[config.mk]
export PLATFORM = sky130hd
export DESIGN_NAME = pixel_tint_shade_top
export DESIGN_NICKNAME = d
export VERILOG_FILES = /design/src/rtl/pts_pkg.sv /design/src/rtl/pts_chan.sv /design/src/rtl/pixel_tint_shade_top.sv
export SDC_FILE = /design/constraint.sdc
export NUM_CORES = 2
export LEC_CHECK = 0
export BUFFER_PORTS_ARGS = -buffer_cell sky130_fd_sc_hd__buf_2
export CORE_MARGIN = 1
export CORE_UTILIZATION = 31
export CTS_CLUSTER_DIAMETER = 100
export DETAILED_ROUTE_END_ITERATION = 7
export PLACE_DENSITY = 0.46
export SETUP_SLACK_MARGIN = 0.15
export SLEW_MARGIN = 20
export SYNTH_ARGS = -nofsm -noshare
export SYNTH_HDL_FRONTEND = slang
export SYNTH_HIERARCHICAL = 1
export SYNTH_SLANG_ARGS = --single-unit
[constraint.sdc]
create_clock -name clk -period 25.6 [get_ports clk]
set_input_delay 2.56 -clock clk [delete_from_list [all_inputs] [get_ports clk]]
set_output_delay 2.56 -clock clk [all_outputs]
set_load 0.02 [all_outputs]
[src/rtl/pts_pkg.sv]
// Shared types, constants and codes for the pixel tint and shade pipeline.
package pts_pkg;

  localparam int unsigned PIX_W   = 32;
  localparam int unsigned MULT_W  = 9;
  localparam int unsigned SHADE_W = 9;
  localparam int unsigned TINT_W  = 16;
  localparam int unsigned FMT_W   = 2;
  localparam int unsigned ADDR_W  = 5;

  // Pixel format codes.
  localparam logic [FMT_W-1:0] FMT_W16  = 2'd0;
  localparam logic [FMT_W-1:0] FMT_B24  = 2'd1;
  localparam logic [FMT_W-1:0] FMT_W32  = 2'd2;
  localparam logic [FMT_W-1:0] FMT_PASS = 2'd3;

  // Register indexes on the configuration port.
  localparam logic [2:0] REG_SHADE      = 3'd0;
  localparam logic [2:0] REG_TINT_RED   = 3'd1;
  localparam logic [2:0] REG_TINT_GREEN = 3'd2;
  localparam logic [2:0] REG_TINT_BLUE  = 3'd3;
  localparam logic [2:0] REG_MASK_RED   = 3'd4;
  localparam logic [2:0] REG_MASK_GREEN = 3'd5;
  localparam logic [2:0] REG_MASK_BLUE  = 3'd6;
  localparam logic [2:0] REG_FORMAT     = 3'd7;

  localparam logic [9:0]  SHADE_BIAS  = 10'd100;
  localparam logic [9:0]  SHADE_LIMIT = 10'd200;
  localparam logic [PIX_W-1:0] SWAP_LIMIT = 32'h00FF_0000;
  localparam logic [PIX_W-1:0] LOW16_MASK = 32'h0000_FFFF;

  // floor(x / 100) for x up to 51000, the largest tint byte times shade,
  // is (x * 83887) >> 23, and the product still fits in 32 bits.
  localparam logic [16:0] RECIP_100   = 17'd83887;
  localparam int unsigned RECIP_SHIFT = 23;

  typedef enum logic [1:0] {
    LANE_R,
    LANE_G,
    LANE_B
  } pts_lane_t;

  // One pixel word as it moves through the channel stages.
  typedef struct packed {
    logic [PIX_W-1:0]  orig;
    logic [PIX_W-1:0]  acc;
    logic [MULT_W-1:0] mult_r;
    logic [MULT_W-1:0] mult_g;
    logic [MULT_W-1:0] mult_b;
  } pts_word_t;

endpackage

[src/rtl/pts_chan.sv]
// One channel stage: scales the red, green or blue part of a pixel word.
module pts_chan (
  input  logic                         clk,
  input  logic                         rst,
  input  pts_pkg::pts_lane_t           lane,
  input  logic [pts_pkg::FMT_W-1:0]    fmt,
  input  logic [pts_pkg::PIX_W-1:0]    mask,
  input  logic                         in_valid,
  output logic                         in_ready,
  input  pts_pkg::pts_word_t           in_word,
  output logic                         out_valid,
  input  logic                         out_ready,
  output pts_pkg::pts_word_t           out_word
);

  logic                           valid;
  pts_pkg::pts_word_t             word;
  pts_pkg::pts_word_t             word_next;
  logic [pts_pkg::MULT_W-1:0]     mult;
  logic [7:0]                     lane_byte;
  logic [pts_pkg::PIX_W-1:0]      operand;
  logic [40:0]                    product;
  logic [pts_pkg::PIX_W-1:0]      scaled;
  logic [pts_pkg::PIX_W-1:0]      byte_out;

  always_comb begin
    unique case (lane)
      pts_pkg::LANE_R: begin
        mult      = in_word.mult_r;
        lane_byte = in_word.orig[7:0];
      end
      pts_pkg::LANE_G: begin
        mult      = in_word.mult_g;
        lane_byte = in_word.orig[15:8];
      end
      pts_pkg::LANE_B: begin
        mult      = in_word.mult_b;
        lane_byte = in_word.orig[23:16];
      end
      default: begin
        mult      = '0;
        lane_byte = '0;
      end
    endcase
  end

  always_comb begin
    unique case (fmt)
      pts_pkg::FMT_W16: operand = in_word.orig & mask;
      pts_pkg::FMT_W32: operand = in_word.acc & mask;
      default:          operand = {24'h000000, lane_byte};
    endcase
  end

  // Products wrap at 32 bits before the divide by 256.
  assign product = {9'd0, operand} * {32'd0, mult};
  assign scaled  = {8'h00, product[31:8]};

  always_comb begin
    unique case (lane)
      pts_pkg::LANE_R: byte_out = {24'h000000, product[15:8]};
      pts_pkg::LANE_G: byte_out = {16'h0000, product[15:8], 8'h00};
      pts_pkg::LANE_B: byte_out = {8'h00, product[15:8], 16'h0000};
      default:         byte_out = '0;
    endcase
  end

  always_comb begin
    word_next = in_word;
    unique case (fmt)
      pts_pkg::FMT_W16: word_next.acc = (in_word.acc | (scaled & mask)) & pts_pkg::LOW16_MASK;
      pts_pkg::FMT_B24: word_next.acc = in_word.acc | byte_out;
      pts_pkg::FMT_W32: word_next.acc = (in_word.acc & ~mask) | (scaled & mask);
      default:          word_next.acc = in_word.acc;
    endcase
  end

  assign in_ready  = !valid || out_ready;
  assign out_valid = valid;
  assign out_word  = word;

  always_ff @(posedge clk) begin
    if (rst) begin
      valid <= 1'b0;
    end else if (in_ready) begin
      valid <= in_valid;
    end
  end

  always_ff @(posedge clk) begin
    if (in_ready) begin
      word <= word_next;
    end
  end

endmodule

[src/rtl/pixel_tint_shade_top.sv]
// Top level of the pixel tint and shade pipeline with its register port.
//
//  channel   | handshake          | payload
//  ----------+--------------------+--------------------------------------
//  input     | in_valid/in_ready  | pixel_in[31:0]
//  output    | out_valid/out_ready| pixel_out[31:0]
//  registers | APB psel/penable   | paddr[4:0], pwdata/prdata[31:0]
//
// One pixel word is taken per clock while the output is not stalled. The
// stages are: shade and tint product, divide by 100,
// then one multiply stage each for red, green and blue.
// Every stage holds its word while the next one is full, so a stall on the
// output backs up stage by stage and bubbles are squeezed out.
// Reset clears all valid bits and loads the register defaults.
module pixel_tint_shade_top (
  input  logic                              clk,
  input  logic                              rst,
  input  logic                              in_valid,
  output logic                              in_ready,
  input  logic [pts_pkg::PIX_W-1:0]         pixel_in,
  output logic                              out_valid,
  input  logic                              out_ready,
  output logic [pts_pkg::PIX_W-1:0]         pixel_out,
  input  logic                              psel,
  input  logic                              penable,
  input  logic                              pwrite,
  input  logic [pts_pkg::ADDR_W-1:0]        paddr,
  input  logic [31:0]                       pwdata,
  output logic [31:0]                       prdata,
  output logic                              pready
);

  // Configuration registers.
  logic signed [pts_pkg::SHADE_W-1:0] shade_percent;
  logic [pts_pkg::TINT_W-1:0]         tint_red;
  logic [pts_pkg::TINT_W-1:0]         tint_green;
  logic [pts_pkg::TINT_W-1:0]         tint_blue;
  logic [pts_pkg::PIX_W-1:0]          red_field_mask;
  logic [pts_pkg::PIX_W-1:0]          green_field_mask;
  logic [pts_pkg::PIX_W-1:0]          blue_field_mask;
  logic [pts_pkg::FMT_W-1:0]          pixel_format;

  logic       wr_en;
  logic [2:0] reg_idx;

  assign pready  = 1'b1;
  assign wr_en   = psel && penable && pwrite && pready;
  assign reg_idx = paddr[4:2];

  always_ff @(posedge clk) begin
    if (rst) begin
      shade_percent    <= 9'sd100;
      tint_red         <= 16'hFFFF;
      tint_green       <= 16'hFFFF;
      tint_blue        <= 16'hFFFF;
      red_field_mask   <= 32'h00FF_0000;
      green_field_mask <= 32'h0000_FF00;
      blue_field_mask  <= 32'h0000_00FF;
      pixel_format     <= pts_pkg::FMT_W32;
    end else if (wr_en) begin
      unique case (reg_idx)
        pts_pkg::REG_SHADE:      shade_percent    <= signed'(pwdata[8:0]);
        pts_pkg::REG_TINT_RED:   tint_red         <= pwdata[15:0];
        pts_pkg::REG_TINT_GREEN: tint_green       <= pwdata[15:0];
        pts_pkg::REG_TINT_BLUE:  tint_blue        <= pwdata[15:0];
        pts_pkg::REG_MASK_RED:   red_field_mask   <= pwdata;
        pts_pkg::REG_MASK_GREEN: green_field_mask <= pwdata;
        pts_pkg::REG_MASK_BLUE:  blue_field_mask  <= pwdata;
        pts_pkg::REG_FORMAT:     pixel_format     <= pwdata[1:0];
        default: ;
      endcase
    end
  end

  always_comb begin
    unique case (reg_idx)
      pts_pkg::REG_SHADE:      prdata = {{23{shade_percent[8]}}, shade_percent};
      pts_pkg::REG_TINT_RED:   prdata = {16'h0000, tint_red};
      pts_pkg::REG_TINT_GREEN: prdata = {16'h0000, tint_green};
      pts_pkg::REG_TINT_BLUE:  prdata = {16'h0000, tint_blue};
      pts_pkg::REG_MASK_RED:   prdata = red_field_mask;
      pts_pkg::REG_MASK_GREEN: prdata = green_field_mask;
      pts_pkg::REG_MASK_BLUE:  prdata = blue_field_mask;
      pts_pkg::REG_FORMAT:     prdata = {30'd0, pixel_format};
      default:                 prdata = '0;
    endcase
  end

  // Shade transform: a negative shade lightens, then the value is limited.
  logic [9:0] shade_neg;
  logic [9:0] shade_raw;
  logic [7:0] shade;

  assign shade_neg = pts_pkg::SHADE_BIAS - {shade_percent[8], shade_percent};
  assign shade_raw = shade_percent[8] ? shade_neg : {1'b0, shade_percent};
  assign shade     = (shade_raw > pts_pkg::SHADE_LIMIT) ? pts_pkg::SHADE_LIMIT[7:0]
                                                        : shade_raw[7:0];

  // Stage 1: tint high byte times shade.
  logic                      v1;
  logic                      rdy1;
  logic [pts_pkg::PIX_W-1:0] pix1;
  logic [15:0]               prod_r;
  logic [15:0]               prod_g;
  logic [15:0]               prod_b;

  // Stage 2: multipliers, divided by 100, packed into the pixel word.
  logic                      v2;
  logic                      rdy2;
  pts_pkg::pts_word_t        word2;
  pts_pkg::pts_word_t        word2_next;
  logic [31:0]               quo_r;
  logic [31:0]               quo_g;
  logic [31:0]               quo_b;
  logic                      swap_rb;

  logic                      red_ready;
  logic                      red_valid;
  logic                      green_ready;
  logic                      green_valid;
  pts_pkg::pts_word_t        red_word;
  pts_pkg::pts_word_t        green_word;
  pts_pkg::pts_word_t        blue_word;

  assign rdy1     = !v1 || rdy2;
  assign rdy2     = !v2 || red_ready;
  assign in_ready = rdy1;

  always_ff @(posedge clk) begin
    if (rst) begin
      v1 <= 1'b0;
      v2 <= 1'b0;
    end else begin
      if (rdy1) begin
        v1 <= in_valid;
      end
      if (rdy2) begin
        v2 <= v1;
      end
    end
  end

  always_ff @(posedge clk) begin
    if (rdy1) begin
      pix1   <= pixel_in;
      prod_r <= {8'd0, tint_red[15:8]} * {8'd0, shade};
      prod_g <= {8'd0, tint_green[15:8]} * {8'd0, shade};
      prod_b <= {8'd0, tint_blue[15:8]} * {8'd0, shade};
    end
  end

  assign quo_r   = {16'd0, prod_r} * {15'd0, pts_pkg::RECIP_100};
  assign quo_g   = {16'd0, prod_g} * {15'd0, pts_pkg::RECIP_100};
  assign quo_b   = {16'd0, prod_b} * {15'd0, pts_pkg::RECIP_100};
  assign swap_rb = (pixel_format == pts_pkg::FMT_B24) && (red_field_mask >= pts_pkg::SWAP_LIMIT);

  always_comb begin
    word2_next.mult_g = quo_g[pts_pkg::RECIP_SHIFT +: pts_pkg::MULT_W];
    if (swap_rb) begin
      word2_next.mult_r = quo_b[pts_pkg::RECIP_SHIFT +: pts_pkg::MULT_W];
      word2_next.mult_b = quo_r[pts_pkg::RECIP_SHIFT +: pts_pkg::MULT_W];
    end else begin
      word2_next.mult_r = quo_r[pts_pkg::RECIP_SHIFT +: pts_pkg::MULT_W];
      word2_next.mult_b = quo_b[pts_pkg::RECIP_SHIFT +: pts_pkg::MULT_W];
    end
    unique case (pixel_format)
      pts_pkg::FMT_W16: begin
        word2_next.orig = pix1 & pts_pkg::LOW16_MASK;
        word2_next.acc  = '0;
      end
      pts_pkg::FMT_B24: begin
        word2_next.orig = pix1;
        word2_next.acc  = '0;
      end
      default: begin
        word2_next.orig = pix1;
        word2_next.acc  = pix1;
      end
    endcase
  end

  always_ff @(posedge clk) begin
    if (rdy2) begin
      word2 <= word2_next;
    end
  end

  pts_chan u_red (
    .clk       (clk),
    .rst       (rst),
    .lane      (pts_pkg::LANE_R),
    .fmt       (pixel_format),
    .mask      (red_field_mask),
    .in_valid  (v2),
    .in_ready  (red_ready),
    .in_word   (word2),
    .out_valid (red_valid),
    .out_ready (green_ready),
    .out_word  (red_word)
  );

  logic blue_ready;

  pts_chan u_green (
    .clk       (clk),
    .rst       (rst),
    .lane      (pts_pkg::LANE_G),
    .fmt       (pixel_format),
    .mask      (green_field_mask),
    .in_valid  (red_valid),
    .in_ready  (green_ready),
    .in_word   (red_word),
    .out_valid (green_valid),
    .out_ready (blue_ready),
    .out_word  (green_word)
  );

  pts_chan u_blue (
    .clk       (clk),
    .rst       (rst),
    .lane      (pts_pkg::LANE_B),
    .fmt       (pixel_format),
    .mask      (blue_field_mask),
    .in_valid  (green_valid),
    .in_ready  (blue_ready),
    .in_word   (green_word),
    .out_valid (out_valid),
    .out_ready (out_ready),
    .out_word  (blue_word)
  );

  assign pixel_out = blue_word.acc;

endmodule

==> metrics.md <==
| Metric | Value |
|---|---|
| Max Slew Vio Count | 0 |
| Clock tree buffer depth | 3 |
| Fin. Hold Viols | 0 |
| Most frequent cells in the layout | 1,177 x inv_1, 930 x fa_1, 695 x nand2_1 |
| Multi-input logic area | 0.0463 mm^2 |
| DR iter-0 viols | 3,197 |
| Failing checks | design-rule violations |
| Mapped cell area | 0.0663 mm^2 |
| CP endpoint kind | flip-flop |
| Max transition margin | 0.201 |
| Min-delay src | u_red/out_word[23] |
| Syn Inst Count | 6,798 |
| CTS tree | yes |
| H-tree Lvls | 3 |
| Die width | 465 um |
| Tot GR Track Use | 0.205 |
| Flop-to-flop setup slack | 16.97 ns |
| I/O pin count | about 140 |
| Final min period | 8.63 ns |
| Antenna violations before repair | 26 |
| IO buf count | 139 |
| Share of cells above drive strength 1 | 0.0829 |
| Hold buffers post-CTS | 0 |
| Gp weighted congestion | 0.917 |
| Least-Margin Pin Slew | approximately 1.2 ns |
| Area grow syn2layout | 9.70% |
| Vias | a little under 50,000 |
| Core ar. | 0.212 mm^2 |
| Worst Path Required | 25.97 ns |
| Chip Height | 465 um |
| Die area | 0.216 mm^2 |
| Clk_lat worst skew | approximately 0.67 ns |
| WHS Endpoint | u_green/out_word[23] |
| Hold path depth | 0 |
| First-pass GRT wire length | 329 mm |
| Initial Util | 0.313 |
| Worst r2r path cells | 23 |
| Sequential Area | 0.0148 mm^2 |
| Post-CTS Setup Repair Bufs | 0 |
| Final setup vio count | 0 |
| Pin count of the biggest net entering global routing | 89 |
| Reg clk slew, reported paths | 0.07 ns |
| Grt total ovfl | 0 |
| Crit. Startpoint | pixel_format[1] |
| Pre-antenna DRT Iters | 8 |
| Vias in the first global route | 50,200 |
| Final wirelength | 219 mm |
| Critical R2R Launch | pixel_format[1] |
| Critical Path AT | 9.00 ns |
| Total negative setup slack | 0 ns |
| Critical Path Source Type | flip-flop |
| Fill cells | about 22,000 |
| Clock root cell | clkbuf_16 |
| Synth warnings | 6 |
| RSZ-0062 raised after global routing | no |
| CTS Sinks | 545 |
| Final period util | 0.337 |
| Final ANT Viol Nets | 0 |
| Post-CTS sizing | 0 |
| Vias per inst | between 4 and 5 |
| Clock skew | 0.0449 ns |
| Worst reg2reg endpoint | u_blue/out_word[47] |
| Critical-path maximum fanout | 63 |
| Worst Hold Class | reg2reg |
| Fmax achieved | 116 MHz |
| Syn avg cell area | ~9.8 um^2 |
| Wirelength per Cell | 22.4 um |
| HPWL Detailed | 180 mm |
| Row count | 169 |
| WS Path Type | reg2reg |
| CTS buffer count | 70 |
| DRC | 4 |
| Status | finished with violations |
| Nets@finish | 8,501 |
| Max cap viols | 0 |
| Leading cell type in the layout, fill and taps excluded | inv_1 |
## sequential cells by signal, summed over array words and instances (netlist names), 32 cells and up
register / cells
word2: 91
u_green/out_word: 91
blue_field_mask: 32
green_field_mask: 32
red_field_mask: 32
u_blue/out_word: 32
u_red/out_word: 91
pix1: 32
## per-layer routing
metal	vias to the layer above	GRT usage	routed length, um
li1	22100	-	-
met1	24400	0.267	94500
met2	1231	0.347	105000
met3	308	0.0208	9510
met4	18	0.0798	9660
met5	-	0	126
## critical path, cell delays in order (launching register included)
cell      delay, ns
dfxtp_4        0.63
buf_4          0.52
buf_4          0.83
mux2i_1        0.27
nor2_1         0.08
a21oi_2        0.57
nand2b_1       0.21
fa_1           0.42
inv_1          0.08
fa_1           0.44
fa_1           0.56
inv_1          0.06
fa_1           0.50
inv_1          0.05
ha_1           0.34
nand2_1        0.13
o21ai_0        0.12
o31a_1         0.32
a32o_1         0.21
a31oi_1        0.48
a21oi_1        0.18
o21ai_0        0.28
mux2_2         0.37
o21ai_0        0.51
## worst max path at each step
| stage | to | cells past startpoint | slack, ns |
|---|---|---|---|
| 6_report | u_blue/out_word[47] | 23 | 16.97 |
| 3_5_place_dp | u_blue/out_word[47] | 23 | 17.05 |
| 5_1_grt | u_green/out_word[50] | 22 | 16.77 |
| 3_3_place_gp | u_blue/out_word[47] | 23 | 16.76 |
| 4_1_cts | u_blue/out_word[47] | 23 | 17.00 |
| 2_1_floorplan | in_ready | 5 | 12.59 |
## layout make-up
class / count / area share
multi-input cells: 4842 / 0.636
flip-flops and latches: 545 / 0.203
inverters: 1179 / 0.0608
well taps: 2821 / 0.0485
clock buffers: 92 / 0.0266
repair buffers: 244 / 0.0204
clock inverters: 35 / 0.00459
diodes: 11 / 0.000378
## per-stage QoR
stage | area [um^2] | std cells | hold WS (ns) | util | worst slack [ns]
global placement | 70500 | 9630 | 0.433 | 0.332 | 16.76
finish | 72800 | 9769 | 0.442 | 0.343 | 16.97
global route | 72800 | 9761 | 0.455 | 0.343 | 16.77
floorplan | 66400 | 6812 | 0.415 | - | 12.59
CTS | 72700 | 9758 | 0.447 | 0.343 | 17.00
detailed placement | 70500 | 9631 | 0.434 | 0.332 | 17.05
Power is not shown: default switching activity piles up to over one toggle a cycle in this logic, so the estimate is an artifact.
